File: config.mk
export PLATFORM = sky130hd
export DESIGN_NAME = mips_subset_decode_execute_unit_flat
export DESIGN_NICKNAME = d
export VERILOG_FILES = /design/src/msde_pkg.sv /design/src/msde_if.sv /design/src/mips_subset_decode_execute_unit.sv /design/src/msde_regfile.sv /design/src/msde_divider.sv /design/src/flat_wrapper.sv
export SDC_FILE = /design/constraint.sdc
export NUM_CORES = 2
export LEC_CHECK = 0
export BUFFER_PORTS_ARGS = -buffer_cell sky130_fd_sc_hd__buf_4
export CAP_MARGIN = 40
export CORE_ASPECT_RATIO = 1.75
export CORE_MARGIN = 2
export CORE_UTILIZATION = 35
export CTS_BUF_LIST = sky130_fd_sc_hd__clkbuf_16
export DETAILED_ROUTE_END_ITERATION = 16
export PLACE_DENSITY_LB_ADDON = 0.12
export SYNTH_ARGS = -nofsm -noshare
export SYNTH_HDL_FRONTEND = slang
export SYNTH_SLANG_ARGS = --single-unit
File: constraint.sdc
create_clock -name clk -period 19.6 [get_ports clk]
set_input_delay 4.9 -clock clk [delete_from_list [all_inputs] [get_ports clk]]
set_output_delay 4.9 -clock clk [all_outputs]
set_load 0.05 [all_outputs]
File: src/msde_pkg.sv
// Package: opcodes, funct codes, state enum and shared structs for the decode/execute unit
`default_nettype none
package msde_pkg;
  localparam int unsigned XLEN = 32;
  localparam int unsigned RIDX = 5;

  localparam logic [5:0] OP_SPECIAL = 6'b000000;
  localparam logic [5:0] OP_J       = 6'b000010;
  localparam logic [5:0] OP_BEQ     = 6'b000100;
  localparam logic [5:0] OP_BNE     = 6'b000101;
  localparam logic [5:0] OP_BLEZ    = 6'b000110;
  localparam logic [5:0] OP_BGTZ    = 6'b000111;
  localparam logic [5:0] OP_ADDI    = 6'b001000;
  localparam logic [5:0] OP_LUI     = 6'b001111;

  localparam logic [5:0] FN_SLL  = 6'b000000;
  localparam logic [5:0] FN_SRL  = 6'b000010;
  localparam logic [5:0] FN_JR   = 6'b001000;
  localparam logic [5:0] FN_MFHI = 6'b010000;
  localparam logic [5:0] FN_MFLO = 6'b010010;
  localparam logic [5:0] FN_MULT = 6'b011000;
  localparam logic [5:0] FN_DIV  = 6'b011010;
  localparam logic [5:0] FN_ADD  = 6'b100000;
  localparam logic [5:0] FN_SUB  = 6'b100010;
  localparam logic [5:0] FN_AND  = 6'b100100;
  localparam logic [5:0] FN_OR   = 6'b100101;
  localparam logic [5:0] FN_XOR  = 6'b100110;
  localparam logic [5:0] FN_SLT  = 6'b101010;

  typedef enum logic [2:0] {
    ST_IDLE, ST_READ, ST_EXEC, ST_MUL, ST_DIV, ST_DFIX, ST_OUT
  } state_t;

  // divider control/status
  typedef struct packed {
    logic            start;
    logic [XLEN-1:0] dividend;
    logic [XLEN-1:0] divisor;
  } div_req_t;

  typedef struct packed {
    logic            done;
    logic [XLEN-1:0] quot;
    logic [XLEN-1:0] rem;
  } div_rsp_t;

  typedef struct packed {
    logic [XLEN-1:0] pc_after;
    logic            write_valid;
    logic [RIDX-1:0] write_index;
    logic [XLEN-1:0] write_value;
    logic [XLEN-1:0] hi_value;
    logic [XLEN-1:0] lo_value;
    logic            unsupported;
    logic            divide_by_zero;
  } result_t;
endpackage
`default_nettype wire

File: src/msde_if.sv
// Interfaces: valid/ready channels for instruction beats and result beats
`default_nettype none
interface msde_in_if import msde_pkg::*; ();
  logic        valid;
  logic        ready;
  logic [31:0] instruction_word;
  modport source (output valid, output instruction_word, input ready);
  modport sink (input valid, input instruction_word, output ready);
endinterface

interface msde_out_if import msde_pkg::*; ();
  logic        valid;
  logic        ready;
  result_t     res;
  modport source (output valid, output res, input ready);
  modport sink (input valid, input res, output ready);
endinterface
`default_nettype wire

File: src/mips_subset_decode_execute_unit.sv
// Top level: sequencer, execute logic, HI/LO/PC and result register
//
//  channel | dir | signals
//  in_     | in  | valid, ready, instruction_word[31:0]
//  out_    | out | valid, ready, result_t fields
//
// Steps per instruction: accept, register read, execute, result (IDLE, READ, EXEC, OUT).
// MULT adds the MUL state for the registered product. DIV with a nonzero divisor
// waits in the one-bit-per-cycle divider, then adds the DFIX state for sign fixup.
// Reset clears HI, LO, PC and the register-file valid bits; the sequencer
// holds in the result state while out_ready is low.
`default_nettype none
module mips_subset_decode_execute_unit import msde_pkg::*; (
  input wire logic clk,
  input wire logic rst_n,
  msde_in_if.sink    in_ch,
  msde_out_if.source out_ch
);
  state_t state_r, state_nxt;
  logic [31:0] iw_r;
  logic [XLEN-1:0] hi_r, lo_r, pc_r, hi_nxt, lo_nxt, pc_nxt;
  logic [31:0] vld_r;  // register written since reset
  result_t res_r, res_nxt;
  logic [XLEN-1:0] ra_q, rb_q, a, b, prod_r;
  logic [RIDX-1:0] ra_r, rb_r;
  logic we;
  logic [RIDX-1:0] wa;
  logic [XLEN-1:0] wd;
  div_req_t dreq;
  div_rsp_t drsp;

  wire [5:0] op = iw_r[31:26];
  wire [4:0] rs = iw_r[25:21];
  wire [4:0] rt = iw_r[20:16];
  wire [4:0] rd = iw_r[15:11];
  wire [4:0] sa = iw_r[10:6];
  wire [5:0] fn = iw_r[5:0];
  wire [XLEN-1:0] imm = {{16{iw_r[15]}}, iw_r[15:0]};

  msde_regfile u_rf (.clk, .ra_addr(rs), .rb_addr(rt), .ra_data(ra_q), .rb_data(rb_q),
    .we, .wa, .wd);
  msde_divider u_div (.clk, .rst_n, .req(dreq), .rsp(drsp));

  // read addresses come from the held instruction; data lands in EXEC
  always_ff @(posedge clk) begin
    if (state_r == ST_IDLE && in_ch.valid) begin
      ra_r <= in_ch.instruction_word[25:21];
      rb_r <= in_ch.instruction_word[20:16];
    end
  end
  assign a = (ra_r == '0 || !vld_r[ra_r]) ? '0 : ra_q;
  assign b = (rb_r == '0 || !vld_r[rb_r]) ? '0 : rb_q;

  // next state
  always_comb begin
    state_nxt = state_r;
    case (state_r)
      ST_IDLE: if (in_ch.valid) state_nxt = ST_READ;
      ST_READ: state_nxt = ST_EXEC;
      ST_EXEC: begin
        if (op == OP_SPECIAL && fn == FN_MULT) state_nxt = ST_MUL;
        else if (op == OP_SPECIAL && fn == FN_DIV && b != '0) state_nxt = ST_DIV;
        else state_nxt = ST_OUT;
      end
      ST_MUL: state_nxt = ST_OUT;
      ST_DIV: if (drsp.done) state_nxt = ST_DFIX;
      ST_DFIX: state_nxt = ST_OUT;
      ST_OUT: if (out_ch.ready) state_nxt = ST_IDLE;
      default: state_nxt = ST_IDLE;
    endcase
  end

  // execute and outputs
  always_comb begin
    logic [XLEN-1:0] wv, rot, ua, ub, q, r;
    logic wr, uns, dz;
    wv = '0; wr = 1'b0; uns = 1'b0; dz = 1'b0;
    hi_nxt = hi_r; lo_nxt = lo_r; pc_nxt = pc_r;
    res_nxt = res_r;
    dreq = '0;
    ua = a[XLEN-1] ? -a : a;
    ub = b[XLEN-1] ? -b : b;
    rot = (b >> sa) | (b << (6'd32 - {1'b0, sa}));
    q = (a[XLEN-1] ^ b[XLEN-1]) ? -drsp.quot : drsp.quot;
    r = a[XLEN-1] ? -drsp.rem : drsp.rem;
    we = 1'b0; wa = '0; wd = '0;
    case (state_r)
      ST_EXEC: begin
        if (op == OP_SPECIAL) begin
          wr = 1'b1;
          case (fn)
            FN_SLL:  wv = b << sa;
            FN_SRL:  wv = iw_r[21] ? ((sa == '0) ? b : rot) : (b >> sa);
            FN_ADD:  wv = a + b;
            FN_SUB:  wv = a - b;
            FN_AND:  wv = a & b;
            FN_OR:   wv = a | b;
            FN_XOR:  wv = a ^ b;
            FN_SLT:  wv = {31'd0, $signed(a) < $signed(b)};
            FN_MFHI: wv = hi_r;
            FN_MFLO: wv = lo_r;
            FN_MULT: wr = 1'b0;
            FN_DIV: begin
              wr = 1'b0; dz = (b == '0);
              dreq.start = !dz; dreq.dividend = ua; dreq.divisor = ub;
            end
            FN_JR: begin wr = 1'b0; pc_nxt = a; end
            default: begin wr = 1'b0; uns = 1'b1; end
          endcase
          wa = rd;
        end else begin
          wa = rt;
          case (op)
            OP_ADDI: begin wr = 1'b1; wv = a + imm; end
            OP_LUI:  begin wr = 1'b1; wv = {iw_r[15:0], 16'd0}; end
            OP_BEQ:  if (a == b) pc_nxt = pc_r + imm;
            OP_BNE:  if (a != b) pc_nxt = pc_r + imm;
            OP_BLEZ: if (a[XLEN-1] || a == '0) pc_nxt = pc_r + imm;
            OP_BGTZ: if (!a[XLEN-1] && a != '0) pc_nxt = pc_r + imm;
            OP_J:    pc_nxt = pc_r + {{6{iw_r[25]}}, iw_r[25:0]};
            default: uns = 1'b1;
          endcase
        end
        if (wa == '0) wr = 1'b0;
        we = wr; wd = wv;
        res_nxt.write_valid    = wr;
        res_nxt.write_index    = wr ? wa : '0;
        res_nxt.write_value    = wr ? wv : '0;
        res_nxt.unsupported    = uns;
        res_nxt.divide_by_zero = dz;
        res_nxt.pc_after       = pc_nxt;
        res_nxt.hi_value       = hi_r;
        res_nxt.lo_value       = lo_r;
      end
      ST_MUL: begin
        lo_nxt = prod_r; res_nxt.lo_value = prod_r;
      end
      ST_DFIX: begin
        lo_nxt = q; hi_nxt = r;
        res_nxt.lo_value = q; res_nxt.hi_value = r;
      end
      default: ;
    endcase
  end

  always_ff @(posedge clk) begin
    if (!rst_n) begin
      state_r <= ST_IDLE;
      hi_r <= '0; lo_r <= '0; pc_r <= '0; vld_r <= '0;
    end else begin
      state_r <= state_nxt;
      hi_r <= hi_nxt; lo_r <= lo_nxt; pc_r <= pc_nxt;
      if (we) vld_r[wa] <= 1'b1;
    end
    if (state_r == ST_IDLE && in_ch.valid) iw_r <= in_ch.instruction_word;
    if (state_r == ST_EXEC) prod_r <= a * b;
    res_r <= res_nxt;
  end

  assign in_ch.ready  = (state_r == ST_IDLE);
  assign out_ch.valid = (state_r == ST_OUT);
  assign out_ch.res   = res_r;

  // divider done only while the sequencer waits in DIV
  a_div_done: assert property (@(posedge clk) disable iff (!rst_n)
    drsp.done |-> state_r == ST_DIV) else $error("divider done outside DIV");
  a_no_write_r0: assert property (@(posedge clk) disable iff (!rst_n)
    we |-> wa != '0) else $error("write to register zero");
  a_out_hold: assert property (@(posedge clk) disable iff (!rst_n)
    out_ch.valid && !out_ch.ready |=> out_ch.valid && $stable(out_ch.res))
    else $error("result changed while stalled");
endmodule
`default_nettype wire

File: src/msde_regfile.sv
// Register file: 32x32 synchronous memory, two registered read ports, one write port
`default_nettype none
module msde_regfile import msde_pkg::*; (
  input  wire logic            clk,
  input  wire logic [RIDX-1:0] ra_addr,
  input  wire logic [RIDX-1:0] rb_addr,
  output logic      [XLEN-1:0] ra_data,
  output logic      [XLEN-1:0] rb_data,
  input  wire logic            we,
  input  wire logic [RIDX-1:0] wa,
  input  wire logic [XLEN-1:0] wd
);
  logic [XLEN-1:0] mem [32];

  // reads and write never overlap in the sequencer, so no bypass
  always_ff @(posedge clk) begin
    if (we) mem[wa] <= wd;
    ra_data <= mem[ra_addr];
    rb_data <= mem[rb_addr];
  end
endmodule
`default_nettype wire

File: src/msde_divider.sv
// Divider: unsigned restoring divider, one quotient bit per cycle
`default_nettype none
module msde_divider import msde_pkg::*; (
  input  wire logic     clk,
  input  wire logic     rst_n,
  input  wire div_req_t req,
  output div_rsp_t      rsp
);
  logic [XLEN-1:0] q_r, q_nxt, r_r, r_nxt, d_r, d_nxt;
  logic [5:0]      cnt_r, cnt_nxt;
  logic            busy_r, busy_nxt, done_r, done_nxt;
  logic [XLEN:0]   trial;

  always_comb begin
    q_nxt = q_r; r_nxt = r_r; d_nxt = d_r; cnt_nxt = cnt_r;
    busy_nxt = busy_r; done_nxt = 1'b0;
    trial = {r_r, q_r[XLEN-1]} - {1'b0, d_r};
    if (req.start) begin
      q_nxt = req.dividend; r_nxt = '0; d_nxt = req.divisor;
      cnt_nxt = 6'(XLEN); busy_nxt = 1'b1;
    end else if (busy_r) begin
      if (trial[XLEN]) begin
        r_nxt = {r_r[XLEN-2:0], q_r[XLEN-1]};
        q_nxt = {q_r[XLEN-2:0], 1'b0};
      end else begin
        r_nxt = trial[XLEN-1:0];
        q_nxt = {q_r[XLEN-2:0], 1'b1};
      end
      cnt_nxt = cnt_r - 6'd1;
      if (cnt_r == 6'd1) begin
        busy_nxt = 1'b0; done_nxt = 1'b1;
      end
    end
  end

  always_ff @(posedge clk) begin
    if (!rst_n) begin
      busy_r <= 1'b0; done_r <= 1'b0; cnt_r <= '0;
    end else begin
      busy_r <= busy_nxt; done_r <= done_nxt; cnt_r <= cnt_nxt;
    end
    q_r <= q_nxt; r_r <= r_nxt; d_r <= d_nxt;
  end

  assign rsp.done = done_r;
  assign rsp.quot = q_r;
  assign rsp.rem  = r_r;
endmodule
`default_nettype wire
File: src/flat_wrapper.sv
// flat-port wrapper written by rule: the top's interface ports become plain ports
module mips_subset_decode_execute_unit_flat import msde_pkg::*;
  (clk, rst_n, in_ch_valid, in_ch_instruction_word, in_ch_ready, out_ch_valid, out_ch_res, out_ch_ready);
  msde_in_if in_ch_i ();
  msde_out_if out_ch_i ();
  input wire logic clk;
  input wire logic rst_n;
  input wire logic [$bits(in_ch_i.valid)-1:0] in_ch_valid;
  input wire logic [$bits(in_ch_i.instruction_word)-1:0] in_ch_instruction_word;
  output wire logic [$bits(in_ch_i.ready)-1:0] in_ch_ready;
  output wire logic [$bits(out_ch_i.valid)-1:0] out_ch_valid;
  output wire logic [$bits(out_ch_i.res)-1:0] out_ch_res;
  input wire logic [$bits(out_ch_i.ready)-1:0] out_ch_ready;
  assign in_ch_i.valid = in_ch_valid;
  assign in_ch_i.instruction_word = in_ch_instruction_word;
  assign in_ch_ready = in_ch_i.ready;
  assign out_ch_valid = out_ch_i.valid;
  assign out_ch_res = out_ch_i.res;
  assign out_ch_i.ready = out_ch_ready;
  mips_subset_decode_execute_unit u_core (.clk(clk), .rst_n(rst_n), .in_ch(in_ch_i), .out_ch(out_ch_i));
endmodule
==> results.md <==
* Status: finished clean
* CTS Buffer Depth at 4
* TritonCTS clock tree: yes
* Area leader, netlist: edfxtp_1
* Final wirelength at 502000 µm
* Seq. cell area at 0.0434 mm²
* Fraction of layout cells with a size suffix above 1 at a little over a fifth
* Synth top area share at 38.7%
* Largest net degree at the start of global routing at roughly 130
* Post-Synthesis Cells at 8137
* IO buf count at approximately 170
* Antenna violations before repair at 57
* Layout fillers at 27300
* Sequential element share of the synthesized area at 43.3%
* Synth Cell Area at 0.100 mm²
* Worst Path Class, Setup: register to register
* Hold Vio Cnt, Final at 0
* Row count at between 200 and 300
* Setup repair bufs after CTS at 0
* RSZ-0062 raised after global routing: no
* Critical path's largest stage delay at a little over 0.7 ns
* Worst path required time at 20.18 ns
* Cts repair resizes at 0
* Die Footprint at 0.290 mm²
* WHS at ~0.49 ns
* Routed Antenna Nets at 0
* Post-route DRC at 0
* FF+latch count, synth at 1522
* RD Place Congestion at 1.09
* First-pass detailed-route iteration total at 8
* Cell variety after synth at 92
* Tot GR Track Use at 34.1%
* Ys Warns at 0
* Initial core utilization at 35.2%
* TritonCTS Buffers at 160
* HPWL after DPL at 368000 µm
* Clock Latency Late Sink at 0.87 ns
* Multi-input gate area at 0.0530 mm²
* Die width at around 400 µm
* Htree depth at 4
* Syn avg cell area at 12.3 µm²
* Global-route wire length before repair at 674000 µm
* Crit-path slowest cell: o41ai_1
* Synth cell count leaders: edfxtp_1, mux4_2, nand2_1
* Final Setup Violations at 0
* Vias in the first global route at 77600
* Dominant cells by area after synthesis: edfxtp_1, mux4_2, fa_1, dfxtp_1, ha_1
* Final Cell Area at around 0.11 mm²
* Clk root buf: clkbuf_16
* Routed len/inst at 40.7 µm
* Crit. End Element: register
* Area added between synthesis and finish at 13.7%
* Vias per Instance at slightly above 6
* DP Area at 0.109 mm²
* Fin nets at 9160
* Total number of vias at roughly 75000
* DR iter-0 viols at 7567
* Crit path arrival time at between 10 and 15 ns
* Maximum VDD drop at approximately 0.12 mV
* Post-synth EDFFs at 1288
* Worst Hold Class: register to register
* Core Area at 0.285 mm²
* Fin crit period at between 10 and 15 ns
* Most frequent CP cell: fa_1
* Count leader, synth: edfxtp_1
* CTS sink cnt at 1522
* Clk slew on worst S/H paths at 0.08 ns
* Pwr dens at 101 mW/mm²
* Max-Cap Viols at 0
* Fin. max-slew vios at 0
* Layout Skew at 0.0744 ns
* LEAKAGE at 43.5 nW
* Worst slew pin tran at 1.18 ns
* Die Height at between 700 and 800 µm
* I/O Pins at 174
* CTS Hold Buffers Added at 0
* Post-synth ARST share at 0%
* Fmax at slightly above 80 MHz
* Rel. slew slack at 21.4%
* Period utilization at 63.3%
* Final setup TNS at 0 ns
* Ys flop type: edfxtp_1
* CP Launch Type: register
* CP Max Fanout at around 130
* Overflow after GRT at 0
-- layout make-up --
| cell class | count | share of cell area [%] |
|---|---|---|
| diodes | 56 | 0.123 |
| repair buffers | 598 | 4.67 |
| inverters | 615 | 2.04 |
| clock buffers | 160 | 3.52 |
| multi-input cells | 5478 | 46.6 |
| flip-flops and latches | 1522 | 38.1 |
| clock inverters | 123 | 0.796 |
| well taps | 3784 | 4.16 |
-- state kept, by name (all words and copies together), names as in the netlist --
signal               count
u_core.hi_r             32
u_core.pc_r             32
u_core.out_ch.res      136
u_core.prod_r           32
u_core.u_div.d_r        32
u_core.lo_r             32
u_core.u_rf.ra_data     32
u_core.u_div.busy_r      1
u_core.u_div.r_r        32
u_core.iw_r             32
u_core.u_div.done_r      1
u_core.vld_r            31
u_core.u_div.q_r        32
u_core.u_rf.mem       1024
u_core.state_r           3
u_core.u_rf.rb_data     32
u_core.u_div.cnt_r       6
-- path summary, 6_finish.rpt --
path	slack [ns]	cells after the start	startpoint	to
setup / recovery	7.20	32	u_core.iw_r[22]	u_core.prod_r[30]
hold / removal	0.49	2	u_core.pc_r[0]	u_core.pc_r[0]
setup reg to reg	7.20	32	u_core.iw_r[22]	u_core.prod_r[30]
hold reg to reg	0.49	2	u_core.pc_r[0]	u_core.pc_r[0]
-- placed cells by master, fill, tap and decap left out, types with 143 or more instances in the layout --
cell type	Yosys	final
a21oi_1	309	301
buf_4	1	498
clkbuf_16	0	160
dfxtp_1	234	229
edfxtp_1	1288	1288
fa_1	413	413
ha_1	336	336
inv_1	592	633
mux4_2	737	737
nand2_1	715	710
nor2_1	684	635
o21ai_0	353	352
xnor2_1	147	143
xor2_1	147	144
-- critical path: cells and delay by family, from the launching register on --
| kind | cells | cell delay, ns |
|---|---|---|
| adder cells (fa/ha/maj) | 9 | 3.87 |
| buffers and inverters | 6 | 1.90 |
| AND/OR/NAND/NOR | 4 | 1.38 |
| multiplexers | 1 | 0.42 |
| flip-flops | 1 | 0.67 |
| AO/OA/AOI/OAI | 11 | 3.60 |
| XOR/XNOR | 1 | 0.09 |
-- logic make-up (layout without fill, tap and decap cells) --
| family | count (synthesis) | count (layout) | synth area share [%] |
|---|---|---|---|
| AOI/OAI and AO/OA | 1465 | 1465 | 9.65 |
| xor gates and xnor gates | 295 | 295 | 2.60 |
| adders and majority gates | 749 | 749 | 12.5 |
| buffers and inverters | 1168 | 1496 | 4.42 |
| DFF | 1522 | 1522 | 43.3 |
| muxes | 924 | 924 | 18.6 |
| other | 1 | 88 | 0.00375 |
| and+or+nand+nor | 2013 | 2013 | 8.95 |
-- where the power goes --
group          switching, W  internal (W)
registers          0.000111       0.00363
clock network       0.00138       0.00162
logic               0.00323       0.00157
total               0.00472       0.00682
-- metrics by stage --
stage | util, % | setup slack (ns) | instances | power (W)
floorplan | - | 10.19 | 8168 | 0.00645
finish | 40.0 | 7.20 | 12300 | 0.0115
detailed placement | 38.1 | 7.39 | 12000 | 0.00843
CTS | 39.9 | 7.34 | 12300 | 0.0115
global placement | 37.6 | 6.85 | 11900 | 0.00837
global route | 40.0 | 6.85 | 12300 | 0.0119
-- metal layers --
layer | up-vias | track usage (%) | wire (µm)
li1 | 30800 | - | -
met1 | 39600 | 34.6 | 164000
met2 | 3540 | 58.4 | 250000
met3 | 1458 | 6.49 | 29200
met4 | 26 | 32.7 | 58100
met5 | - | 0 | 214
Power figures use the tool's default switching activity.
